### config.mk
export PLATFORM = sky130hd
export DESIGN_NAME = ptti_front_flat
export DESIGN_NICKNAME = d
export VERILOG_FILES = /design/src/hdl/ptti_pkg.sv /design/src/hdl/ptti_req_if.sv /design/src/hdl/ptti_front.sv /design/src/flat_wrapper.sv
export SDC_FILE = /design/constraint.sdc
export NUM_CORES = 1
export LEC_CHECK = 0
export ABC_AREA = 1
export BUFFER_PORTS_ARGS = -buffer_cell sky130_fd_sc_hd__buf_2
export CORE_MARGIN = 1.5
export CORE_UTILIZATION = 47
export CTS_CLUSTER_DIAMETER = 120
export DETAILED_ROUTE_END_ITERATION = 10
export PLACE_DENSITY = 0.76
export SLEW_MARGIN = 40
export SYNTH_ARGS = -nofsm -noshare
export SYNTH_HDL_FRONTEND = slang
export SYNTH_SLANG_ARGS = --single-unit
### constraint.sdc
create_clock -name clk_i -period 3.39 [get_ports clk_i]
set_clock_uncertainty 0.15 [all_clocks]
set_input_delay 0.339 -clock clk_i [delete_from_list [all_inputs] [get_ports clk_i]]
set_output_delay 0.339 -clock clk_i [all_outputs]
set_load 0.01 [all_outputs]
### src/hdl/ptti_pkg.sv
package ptti_pkg;

  // Table geometry
  localparam int MAX_FRAMES = 1024;
  localparam int ADDR_W     = $clog2(MAX_FRAMES);
  localparam int CNT_W      = ADDR_W + 1;

  // Field widths
  localparam int FUNC_W = 2;
  localparam int PROG_W = 23;
  localparam int TIME_W = 32;

  // Interpolation datapath widths
  localparam int PROD_W = PROG_W + TIME_W;
  localparam int DVD_W  = PROD_W + 1;
  localparam int QCNT_W = $clog2(DVD_W);

  // Function codes on the request channel
  localparam logic [FUNC_W-1:0] FUNC_CLEAR  = 2'd0;
  localparam logic [FUNC_W-1:0] FUNC_APPEND = 2'd1;
  localparam logic [FUNC_W-1:0] FUNC_QUERY  = 2'd2;

  // Minimum progress span for a usable table (0.001 percent)
  localparam logic [PROG_W:0] SPAN_MIN = (PROG_W + 1)'(65);
  // One second in Q16
  localparam logic [TIME_W:0] ONE_SECOND = (TIME_W + 1)'(65536);

  typedef enum logic [1:0] {
    OP_CLEAR,
    OP_APPEND,
    OP_QUERY,
    OP_NONE
  } op_e;

  typedef struct packed {
    op_e               op;
    logic [PROG_W-1:0] progress;
    logic [TIME_W-1:0] time_value;
  } item_t;

endpackage

### src/hdl/ptti_req_if.sv
interface ptti_req_if import ptti_pkg::*; ();
  logic              valid;
  logic              ready;
  logic [FUNC_W-1:0] func;
  logic [PROG_W-1:0] progress;
  logic [TIME_W-1:0] time_value;

  modport source (output valid, func, progress, time_value, input ready);
  modport sink (input valid, func, progress, time_value, output ready);
endinterface

### src/hdl/ptti_front.sv
module ptti_front import ptti_pkg::*; (
  input  logic  clk_i,
  input  logic  rst_ni,
  ptti_req_if.sink req_i,
  output logic  q_valid_o,
  output item_t q_item_o,
  input  logic  q_ready_i
);

  item_t       fifo_q [2];
  logic        wr_ptr_q;
  logic        rd_ptr_q;
  logic [1:0]  cnt_q;
  logic        push;
  logic        pop;
  op_e         op;

  // Decode the function code into an operation class.
  always_comb begin
    unique case (req_i.func)
      FUNC_CLEAR:  op = OP_CLEAR;
      FUNC_APPEND: op = OP_APPEND;
      FUNC_QUERY:  op = OP_QUERY;
      default:     op = OP_NONE;
    endcase
  end

  assign req_i.ready = (cnt_q != 2'd2);
  assign push        = req_i.valid && req_i.ready;
  assign q_valid_o   = (cnt_q != 2'd0);
  assign q_item_o    = fifo_q[rd_ptr_q];
  assign pop         = q_valid_o && q_ready_i;

  // Two-entry queue storage.
  always_ff @(posedge clk_i) begin
    if (push) begin
      fifo_q[wr_ptr_q] <= '{op: op, progress: req_i.progress, time_value: req_i.time_value};
    end
  end

  // Queue pointers and fill level.
  always_ff @(posedge clk_i or negedge rst_ni) begin
    if (!rst_ni) begin
      wr_ptr_q <= 1'b0;
      rd_ptr_q <= 1'b0;
      cnt_q    <= 2'd0;
    end else begin
      if (push) wr_ptr_q <= ~wr_ptr_q;
      if (pop) rd_ptr_q <= ~rd_ptr_q;
      if (push && !pop) cnt_q <= cnt_q + 2'd1;
      else if (pop && !push) cnt_q <= cnt_q - 2'd1;
    end
  end

endmodule

### src/flat_wrapper.sv
// flat-port wrapper written by rule: the top's interface ports become plain ports
module ptti_front_flat import ptti_pkg::*;
  (clk_i, rst_ni, q_valid_o, q_item_o, q_ready_i, req_i_valid, req_i_func, req_i_progress, req_i_time_value, req_i_ready);
  ptti_req_if req_i_i ();
  input  logic clk_i;
  input  logic rst_ni;
  output logic q_valid_o;
  output item_t q_item_o;
  input  logic q_ready_i;
  input wire logic [$bits(req_i_i.valid)-1:0] req_i_valid;
  input wire logic [$bits(req_i_i.func)-1:0] req_i_func;
  input wire logic [$bits(req_i_i.progress)-1:0] req_i_progress;
  input wire logic [$bits(req_i_i.time_value)-1:0] req_i_time_value;
  output wire logic [$bits(req_i_i.ready)-1:0] req_i_ready;
  assign req_i_i.valid = req_i_valid;
  assign req_i_i.func = req_i_func;
  assign req_i_i.progress = req_i_progress;
  assign req_i_i.time_value = req_i_time_value;
  assign req_i_ready = req_i_i.ready;
  ptti_front u_core (.clk_i(clk_i), .rst_ni(rst_ni), .req_i(req_i_i), .q_valid_o(q_valid_o), .q_item_o(q_item_o), .q_ready_i(q_ready_i));
endmodule
* Word level (Yosys, flattened, before mapping)
Memory sizes are Yosys's and may differ from the RTL's.
Index checks and enable logic that the tools add are counted.
** Cells by class
- $add $sub $neg :: 2
- Eq/ne operators :: 3
- Multiplexer cells :: 5
- Bitwise gates (word level) :: 2
- Reduce and logical (&&, ||, !) cells :: 9
** Operators with widths (count)
- case mux 2 bit (3 select lines) :: 1
- logical AND 1 bit :: 4
- 2-to-1 mux 2 bit :: 2
- nonzero test 2 bit :: 2
- adder 2 x 1 -> 2 bit (second input constant) :: 1
- == test 2 x 1 -> 1 bit (second input constant) :: 1
- == test 2 bit (second input constant) :: 1
- logical NOT 1 bit :: 2
- logical NOT 2 bit :: 1
- 2-to-1 mux 1 bit :: 2
- != test 2 bit (second input constant) :: 1
- inverter 1 bit :: 2
- subtractor 2 x 1 -> 2 bit (second input constant) :: 1
** Word-level totals
- Register bits after elaboration :: 4
- Memory bits (writable) :: 114
- Input bits :: 61
- Output and inout bits :: 59
- Memories :: 1
** Memory list
- u_core.fifo_q :: depth 2, bits a word 57, rd ports 1, clocked after memory_dff 0, wr ports 1, line ptti_front.sv:10 : item_t fifo_q [2];

* Longest topological paths before layout
Gate-level depths: netlist of the first run.
- Word-level depth :: 6
- Mapped depth :: 10

* Worst setup path after synthesis of the first run
No wires, ideal clock.
- Path kind :: register -> register
- From :: register u_core.cnt_q[0]
- To :: memory u_core.fifo_q[0][0] (netlist name) (enable)
- Library setup time :: 472 ps
- Arrival time :: 3061 ps
- Required time :: 2768 ps
- Path slack :: -293 ps
- Stages on the path, launching flop included :: 5
- Buffers on the path :: 0
- Period minus slack after synthesis :: 3683 ps
- Path through :: dfrtp_1 inv_1 nand2_1 nand2_1 nor2_1
** On the way
- Cells in the longest elaborated chain, start to end :: 4
** RTL lines
- start: declaration :: line ptti_front.sv:13 : logic [1:0] cnt_q;
- start signal: assignment :: line ptti_front.sv:50 : if (push && !pop) cnt_q <= cnt_q + 2'd1;
- start signal: assignment :: line ptti_front.sv:51 : else if (pop && !push) cnt_q <= cnt_q - 2'd1;
- != test 2 bit :: line ptti_front.sv:28 : assign req_i.ready = (cnt_q != 2'd2);
- via req_i_ready :: line flat_wrapper.sv:14 : output wire logic [$bits(req_i_i.ready)-1:0] req_i_ready;
- logical AND 1 bit :: line ptti_front.sv:29 : assign push = req_i.valid && req_i.ready;
- 2-to-1 mux 1 bit :: line ptti_front.sv:36 : if (push) begin
- 2-to-1 mux 1 bit (implied by the code) :: line ptti_front.sv:37 : fifo_q[wr_ptr_q] <= '{op: op, progress: req_i.progress, time_value: req_i.time_value};
- end: declaration :: line ptti_front.sv:10
The timed path passes the listed nets, and every way through them passes these cells.

==> flow_results.xml, run 1 <==
<?xml version="1.0" encoding="UTF-8"?>
<metrics>
  <group name="yosys">
    <metric name="synthesis.area" unit="um2">4390</metric>
    <metric name="synth.yosys.warnings" unit="">0</metric>
    <metric name="mappedNetlistNets" unit="">391</metric>
    <metric name="avgSynthCellArea" unit="um2">13.3</metric>
    <metric name="post_synthesis_register_bit_count" unit="">118</metric>
    <metric name="postSynthCellCount" unit="">329</metric>
    <metric name="yosys.cell_types.count" unit="">15</metric>
    <metric name="ys_seq_area_frac" unit="">0.803</metric>
  </group>
  <group name="cells_and_area">
    <metric name="flow.area_growth_from_synthesis" unit="%">42.2</metric>
    <metric name="design.final.nets" unit="">576</metric>
    <metric name="post-route-util" unit="">0.681</metric>
    <metric name="layout-drive-gt1-share" unit="">0.292</metric>
    <metric name="num_antenna_cells" unit="">0</metric>
    <metric name="post-route-cell-area" unit="um2">6240</metric>
  </group>
  <group name="clock_network">
    <metric name="h_tree_depth_reported_by_cts" unit="">4</metric>
    <metric name="clock_sinks" unit="">118</metric>
    <metric name="tritoncts" unit="">built</metric>
    <metric name="number_of_buffers_created_by_cts" unit="">17</metric>
    <metric name="clockRootBuffer" unit="">sky130_fd_sc_hd__clkbuf_8</metric>
    <metric name="clkTransAtPathRegs" unit="ns">0.05</metric>
    <metric name="clock_path_buffers" unit="">2</metric>
    <metric name="clk-insertion-delay-late" unit="ns">0.50</metric>
    <metric name="cts-resized-gates" unit="">0</metric>
    <metric name="cts.repair_timing.setup_buffer_count" unit="">0</metric>
  </group>
  <group name="floorplanning">
    <metric name="floorplan.die_area" unit="um2">9920</metric>
    <metric name="floorplan.rows" unit="">35</metric>
    <metric name="die_w" unit="um">99.6</metric>
    <metric name="core_area" unit="um2">9150</metric>
    <metric name="starting_utilization_of_the_core_area" unit="">0.479</metric>
    <metric name="die_h" unit="um">99.6</metric>
    <metric name="ios" unit="">120</metric>
  </group>
  <group name="global_routing">
    <metric name="track_usage" unit="">0.186</metric>
    <metric name="maximum_number_of_pins_on_one_net_before_global_route_repair" unit="">59</metric>
    <metric name="grt_antenna_before_repair" unit="">0</metric>
    <metric name="grt.overflow.total" unit="">0</metric>
    <metric name="grt_pass1_wl" unit="um">13800</metric>
    <metric name="via_count_of_the_first_global_routing_pass" unit="">2975</metric>
  </group>
  <group name="pwr">
    <metric name="power_switching_share" unit="">0.319</metric>
    <metric name="net-switching-power" unit="mW">1.70</metric>
    <metric name="clock_power_share" unit="">0.320</metric>
    <metric name="share_seq_of_total_power" unit="">0.391</metric>
    <metric name="peakVddDrop" unit="uV">607</metric>
    <metric name="p_int" unit="mW">3.65</metric>
    <metric name="totalPowerFinal" unit="mW">5.35</metric>
    <metric name="leakagePower" unit="nW">2.72</metric>
    <metric name="pwr_density_cell" unit="nW/um2">858</metric>
    <metric name="comb_power_share" unit="">0.289</metric>
  </group>
  <group name="setup_path">
    <metric name="critical-path-slowest-cell" unit="">sky130_fd_sc_hd__buf_4</metric>
    <metric name="critPathMaxStageDelay" unit="ns">0.51</metric>
    <metric name="arrival" unit="ns">1.83</metric>
    <metric name="reg2reg_slack" unit="ns">1.30</metric>
    <metric name="setup.worst_path.end_class" unit="">output pin</metric>
    <metric name="timing.critical_path.required" unit="ns">2.90</metric>
    <metric name="worst_setup_start_kind" unit="">register</metric>
    <metric name="timing.critical_path.fanout_max" unit="">58</metric>
    <metric name="crit_path_cells" unit="">buf_4 &gt; nand2_1 &gt; nand2_1 &gt; buf_2</metric>
    <metric name="worstSetupPathType" unit="">reg2out</metric>
    <metric name="cpMostUsedCell" unit="">sky130_fd_sc_hd__nand2_1</metric>
  </group>
  <group name="detailed_routing">
    <metric name="antenna_left" unit="">0</metric>
    <metric name="remaining_drc_errors" unit="">0</metric>
    <metric name="count_of_routing_violations_after_the_opening_detailed_route_iteration" unit="">138</metric>
    <metric name="detailroute.via_count" unit="">2946</metric>
    <metric name="route.detailed.vias_per_inst" unit="">4.62</metric>
    <metric name="detail_route.wirelength" unit="um">8750</metric>
    <metric name="avgRoutedWirePerCell" unit="um">13.7</metric>
    <metric name="firstDrtPassIters" unit="">4</metric>
  </group>
  <group name="placement">
    <metric name="placed_area" unit="um2">5070</metric>
    <metric name="dp.final_hpwl" unit="um">4630</metric>
    <metric name="placement.setup.worst_slack" unit="ns">1.29</metric>
    <metric name="final_weighted_congestion_in_routability_driven_placement" unit="">0.716</metric>
    <metric name="numPortBuffers" unit="">119</metric>
  </group>
  <group name="sta">
    <metric name="max_slew.worst_pin.slew" unit="ns">0.759</metric>
    <metric name="min_period" unit="ns">2.32</metric>
    <metric name="slew_viol_final" unit="">0</metric>
    <metric name="report.final.hold_viol_count" unit="">0</metric>
    <metric name="clock.fmax" unit="MHz">431</metric>
    <metric name="relSlewSlack" unit="">0.494</metric>
    <metric name="final.setup.worst_slack" unit="ns">1.07</metric>
    <metric name="period_share" unit="">0.684</metric>
    <metric name="rsz_0062_raised_after_global_routing" unit="">no</metric>
    <metric name="finalSetupViolCount" unit="">0</metric>
  </group>
  <group name="flow_run">
    <metric name="maxCapViolations" unit="">0</metric>
  </group>
  <group name="status">
    <metric name="outcome" unit="">finished, final reports clean</metric>
  </group>
  <group name="hold_path">
    <metric name="hold_path.class" unit="">in2async</metric>
  </group>
</metrics>
[logic make-up after synthesis]
family / Yosys count / synth area share
simple gates: 186 / 0.160
buf+inv: 22 / 0.0294
flops: 118 / 0.803
xor+xnor: 2 / 0.00400
fa+ha+maj: 1 / 0.00285
[synthesized netlist by cell type]
library cell / n / area share
sky130_fd_sc_hd__nand4_1: 1 / 0.0014
sky130_fd_sc_hd__nand2_1: 181 / 0.15
sky130_fd_sc_hd__inv_1: 6 / 0.0051
sky130_fd_sc_hd__buf_4: 2 / 0.0034
sky130_fd_sc_hd__buf_6: 4 / 0.010
sky130_fd_sc_hd__nor2_1: 2 / 0.0017
sky130_fd_sc_hd__xor2_1: 1 / 0.0020
sky130_fd_sc_hd__edfxtp_1: 114 / 0.78
sky130_fd_sc_hd__nand3_1: 2 / 0.0023
sky130_fd_sc_hd__inv_2: 1 / 0.00086
sky130_fd_sc_hd__ha_1: 1 / 0.0029
sky130_fd_sc_hd__buf_2: 7 / 0.0080
sky130_fd_sc_hd__xnor2_1: 1 / 0.0020
sky130_fd_sc_hd__dfrtp_1: 4 / 0.023
sky130_fd_sc_hd__clkbuf_1: 2 / 0.0017
[through the flow]
| stage | hold slack [ns] | std cells | TNS, ns |
|---|---|---|---|
| 2_1_floorplan | -0.107 | 329 | -33.36 |
| 3_3_place_gp | 0.00135 | 547 | 0 |
| 3_5_place_dp | 0.00413 | 547 | 0 |
| 4_1_cts | 0.00290 | 638 | 0 |
| 5_1_grt | 0.0403 | 638 | 0 |
| 6_report | 0.0486 | 638 | 0 |
[per-layer routing]
layer,global-route usage,vias up,part of all wire
li1,-,1476,-
met1,0.207,1371,0.42
met2,0.329,83,0.52
met3,0.0562,16,0.043
met4,0.0845,0,0.017
met5,0,-,0
[worst paths after layout]
path / depth (start not counted) / to / from
max: 4 / q_item_o[46] / u_core.rd_ptr_q$_DFFE_PN0P_
min: 2 / u_core.cnt_q[1]$_DFFE_PN0P_ / rst_ni
max reg2reg: 5 / u_core.fifo_q[0][5]$_DFFE_PP_ / u_core.cnt_q[0]$_DFFE_PN0P_
min reg2reg: 2 / u_core.cnt_q[1]$_DFFE_PN0P_ / u_core.cnt_q[1]$_DFFE_PN0P_
max in group asynchronous: 2 / u_core.rd_ptr_q$_DFFE_PN0P_ / rst_ni
min in group clk_i: 3 / u_core.wr_ptr_q$_DFFE_PN0P_ / req_i_valid
[registers in the layout, indices dropped and copies added, names as in the netlist]
signal / cells
u_core.fifo_q: 114
u_core.wr_ptr_q: 1
u_core.cnt_q: 2
u_core.rd_ptr_q: 1
[worst max-delay path: cells and delay by family (launching register included)]
kind          cells  cell delay [ns]
simple gates      2             0.27
buf+inv           2             0.64
flops             1             0.38
[power by group through the flow]
stage	combinational, mW	clock (mW)	sequential, mW
after global placement	1.47	0	2.10
final	1.55	1.71	2.09
after global routing	1.74	1.81	2.11
after detailed placement	1.50	0	2.11
after floorplan	0.960	0	2.11
after CTS	1.56	1.75	2.09
[layout by cell type, fill, tap and decap left out, types with 2 or more instances in the layout]
cell type                         n
sky130_fd_sc_hd__nand2_1        181
sky130_fd_sc_hd__buf_2          119
sky130_fd_sc_hd__edfxtp_1       114
sky130_fd_sc_hd__dlygate4sd3_1   59
sky130_fd_sc_hd__clkbuf_16       16
sky130_fd_sc_hd__inv_1            6
sky130_fd_sc_hd__clkinv_2         3
sky130_fd_sc_hd__clkinv_1         3
sky130_fd_sc_hd__bufinv_16        3
sky130_fd_sc_hd__dfrtp_1          3
sky130_fd_sc_hd__nor2_4           2
sky130_fd_sc_hd__nand3_1          2
sky130_fd_sc_hd__clkinvlp_4       2
sky130_fd_sc_hd__inv_6            2
sky130_fd_sc_hd__buf_4            2
[timing repair]
action | CTS | global route
hold buffers | 59 | 0
endpoints found under the hold margin | 119 | 0
endpoints found under the setup margin | 0 | 0
[cell type report]
class	instances	area, um2
clock buffer	18	418
multi-input combinational	189	748
fill	640	2920
inverter	7	28.8
sequential	118	3520
timing repair buffer	181	1220
tap	111	139
clock inverter	14	158
(Power assumes the default switching activity.)
==> inputs of run 2 (changes only) <==
Settings changed: CORE_UTILIZATION 47 to 52, PLACE_DENSITY 0.76 to 0.79.
Clock period 3.39 ns to 2.2 ns, I/O delays scaled along.
==> flow_results.xml, run 2 (synthesis results as in run 1) <==
<?xml version="1.0" encoding="UTF-8"?>
<metrics>
  <group name="status">
    <metric name="outcome" unit="">finished, final reports clean</metric>
  </group>
  <group name="detailed_routing">
    <metric name="antenna_left" unit="">0</metric>
    <metric name="count_of_routing_violations_after_the_opening_detailed_route_iteration" unit="">137</metric>
    <metric name="remaining_drc_errors" unit="">0</metric>
    <metric name="avgRoutedWirePerCell" unit="um">13.9</metric>
    <metric name="detail_route.wirelength" unit="um">8880</metric>
    <metric name="firstDrtPassIters" unit="">4</metric>
    <metric name="route.detailed.vias_per_inst" unit="">4.73</metric>
    <metric name="detailroute.via_count" unit="">3025</metric>
  </group>
  <group name="sta">
    <metric name="final.setup.worst_slack" unit="ns">0.190</metric>
    <metric name="max_slew.worst_pin.slew" unit="ns">0.403</metric>
    <metric name="rsz_0062_raised_after_global_routing" unit="">no</metric>
    <metric name="finalSetupViolCount" unit="">0</metric>
    <metric name="slew_viol_final" unit="">0</metric>
    <metric name="min_period" unit="ns">2.01</metric>
    <metric name="clock.fmax" unit="MHz">498</metric>
    <metric name="period_share" unit="">0.913</metric>
    <metric name="report.final.hold_viol_count" unit="">0</metric>
    <metric name="relSlewSlack" unit="">0.731</metric>
  </group>
  <group name="placement">
    <metric name="placement.setup.worst_slack" unit="ns">0.425</metric>
    <metric name="final_weighted_congestion_in_routability_driven_placement" unit="">0.759</metric>
    <metric name="placed_area" unit="um2">5110</metric>
    <metric name="dp.final_hpwl" unit="um">5060</metric>
    <metric name="numPortBuffers" unit="">119</metric>
    <metric name="dp.cells" unit="">547</metric>
  </group>
  <group name="cells_and_area">
    <metric name="design.final.nets" unit="">583</metric>
    <metric name="num_antenna_cells" unit="">0</metric>
    <metric name="flow.area_growth_from_synthesis" unit="%">43.7</metric>
    <metric name="layout-drive-gt1-share" unit="">0.305</metric>
    <metric name="mostFrequentLayoutCell" unit="">sky130_fd_sc_hd__nand2_1</metric>
    <metric name="final_cell_mix" unit="">sky130_fd_sc_hd__nand2_1 (181), sky130_fd_sc_hd__buf_2 (119), sky130_fd_sc_hd__edfxtp_1 (114)</metric>
    <metric name="largest_reg_flops" unit="">114</metric>
    <metric name="register_with_the_most_flip_flops" unit="">u_core.fifo_q</metric>
    <metric name="post-route-cell-area" unit="um2">6300</metric>
    <metric name="final-instance-count-excl-fill" unit="">639</metric>
    <metric name="largest_registers" unit="">u_core.fifo_q x114, u_core.cnt_q x2</metric>
    <metric name="nFillCells" unit="">495</metric>
  </group>
  <group name="floorplanning">
    <metric name="ios" unit="">120</metric>
    <metric name="die_h" unit="um">94.8</metric>
    <metric name="die_w" unit="um">94.8</metric>
    <metric name="floorplan.die_area" unit="um2">8990</metric>
    <metric name="starting_utilization_of_the_core_area" unit="">0.536</metric>
    <metric name="core_area" unit="um2">8180</metric>
    <metric name="floorplan.rows" unit="">33</metric>
  </group>
  <group name="clock_network">
    <metric name="tritoncts" unit="">built</metric>
    <metric name="clock_sinks" unit="">118</metric>
    <metric name="number_of_buffers_created_by_cts" unit="">17</metric>
    <metric name="clkTransAtPathRegs" unit="ns">0.05</metric>
    <metric name="clk-insertion-delay-late" unit="ns">0.49</metric>
    <metric name="h_tree_depth_reported_by_cts" unit="">4</metric>
    <metric name="clock_path_buffers" unit="">2</metric>
    <metric name="clockRootBuffer" unit="">sky130_fd_sc_hd__clkbuf_8</metric>
  </group>
  <group name="hold_path">
    <metric name="hold_path.class" unit="">in2reg</metric>
  </group>
  <group name="global_routing">
    <metric name="grt.overflow.total" unit="">0</metric>
    <metric name="grt_antenna_before_repair" unit="">1</metric>
    <metric name="maximum_number_of_pins_on_one_net_before_global_route_repair" unit="">59</metric>
    <metric name="grt_pass1_wl" unit="um">14000</metric>
    <metric name="track_usage" unit="">0.214</metric>
    <metric name="via_count_of_the_first_global_routing_pass" unit="">3102</metric>
  </group>
  <group name="setup_path">
    <metric name="arrival" unit="ns">1.64</metric>
    <metric name="worstSetupPathType" unit="">reg2out</metric>
    <metric name="crit_path_cells" unit="">buf_4 &gt; nand2_1 &gt; nand2_1 &gt; buf_2</metric>
    <metric name="path_depth" unit="">4</metric>
    <metric name="reg2reg_to" unit="">u_core.fifo_q[0][15]$_DFFE_PP_</metric>
    <metric name="critical-path-slowest-cell" unit="">sky130_fd_sc_hd__dfrtp_2</metric>
    <metric name="depth_of_the_most_critical_reg_to_reg_path" unit="">5</metric>
    <metric name="critPathMaxStageDelay" unit="ns">0.44</metric>
    <metric name="endpoint" unit="">q_item_o[41]</metric>
    <metric name="reg2reg_slack" unit="ns">0.42</metric>
    <metric name="timing.critical_path.required" unit="ns">1.83</metric>
    <metric name="setup.worst_path.end_class" unit="">output pin</metric>
    <metric name="timing.critical_path.fanout_max" unit="">28</metric>
    <metric name="r2r-start" unit="">u_core.cnt_q[0]$_DFFE_PN0P_</metric>
    <metric name="cp-startpoint" unit="">u_core.rd_ptr_q$_DFFE_PN0P_</metric>
    <metric name="critical-path-top-delay-family" unit="">buffers and inverters</metric>
    <metric name="cpMostUsedCell" unit="">sky130_fd_sc_hd__nand2_1</metric>
    <metric name="cp.buffers_inverters" unit="">2</metric>
    <metric name="worst_setup_start_kind" unit="">register</metric>
  </group>
  <group name="pwr">
    <metric name="leakagePower" unit="nW">2.76</metric>
    <metric name="pwr_density_cell" unit="nW/um2">1330</metric>
    <metric name="peakVddDrop" unit="uV">1010</metric>
  </group>
  <group name="flow_run">
    <metric name="maxCapViolations" unit="">0</metric>
  </group>
</metrics>
## run 2: changes by cell type in the layout (fill, tap and decap cells not counted), sizes merged
cell,change
buf,+6
inv,+1
clkinvlp,+1
clkbuf,-1
dlygate4sd3,+1
clkinv,-1
## run 2: cell type report
type | count | area (um2) | area share
clock buffers | 17 | 414 | 0.0657
clock inverters | 15 | 179 | 0.0284
inverters | 7 | 26.3 | 0.00417
multi-input cells | 189 | 748 | 0.119
flip-flops and latches | 118 | 3520 | 0.559
well taps | 105 | 131 | 0.0209
repair buffers | 188 | 1280 | 0.203
## run 2: worst min path at each step
| stage | startpoint | end | cells past startpoint |
|---|---|---|---|
| after floorplan | rst_ni | u_core.cnt_q[0]$_DFFE_PN0P_ | 0 |
| after global placement | rst_ni | u_core.wr_ptr_q$_DFFE_PN0P_ | 1 |
| after detailed placement | rst_ni | u_core.wr_ptr_q$_DFFE_PN0P_ | 1 |
| after CTS | req_i_valid | u_core.wr_ptr_q$_DFFE_PN0P_ | 3 |
| after global routing | req_i_valid | u_core.wr_ptr_q$_DFFE_PN0P_ | 3 |
| final | req_i_valid | u_core.wr_ptr_q$_DFFE_PN0P_ | 3 |
## run 2: metrics by stage
step	power [mW]	setup TNS (ns)	hold WS, ns	utilization
floorplan	4.72	-62.27	-0.226	-
global placement	5.58	0	-0.122	0.625
detailed placement	5.65	0	-0.121	0.625
CTS	8.41	0	0.0425	0.771
global route	8.86	0	0.0715	0.771
finish	8.37	0	0.0589	0.771
## run 2: routing by layer
layer	track usage	share of wire	vias up	wire [um]
li1	-	-	1491	-
met1	0.235	0.40	1428	3550
met2	0.376	0.53	94	4680
met3	0.0870	0.064	10	569
met4	0.0709	0.0079	2	70
met5	0	0.0014	-	12
## run 2: what timing repair did
| item | 4_1_cts | 5_1_grt |
|---|---|---|
| hold buffers | 60 | 0 |
| setup buffers | 0 | 0 |
| gates resized for setup | 0 | 0 |
| hold endpoints to repair | 119 | 0 |
## run 2: worst min-delay path: stages
cell	delay, ns
sky130_fd_sc_hd__buf_2	0.10
sky130_fd_sc_hd__nand2_1	0.21
sky130_fd_sc_hd__xor2_1	0.12
## run 2: power by group
| group | internal (mW) | switching [mW] | leakage, nW |
|---|---|---|---|
| Clock | 1.73 | 0.952 | 0.283 |
| Sequential | 3.08 | 0.148 | 1.11 |
| Combinational | 0.880 | 1.59 | 1.37 |
| Total | 5.68 | 2.69 | 2.76 |
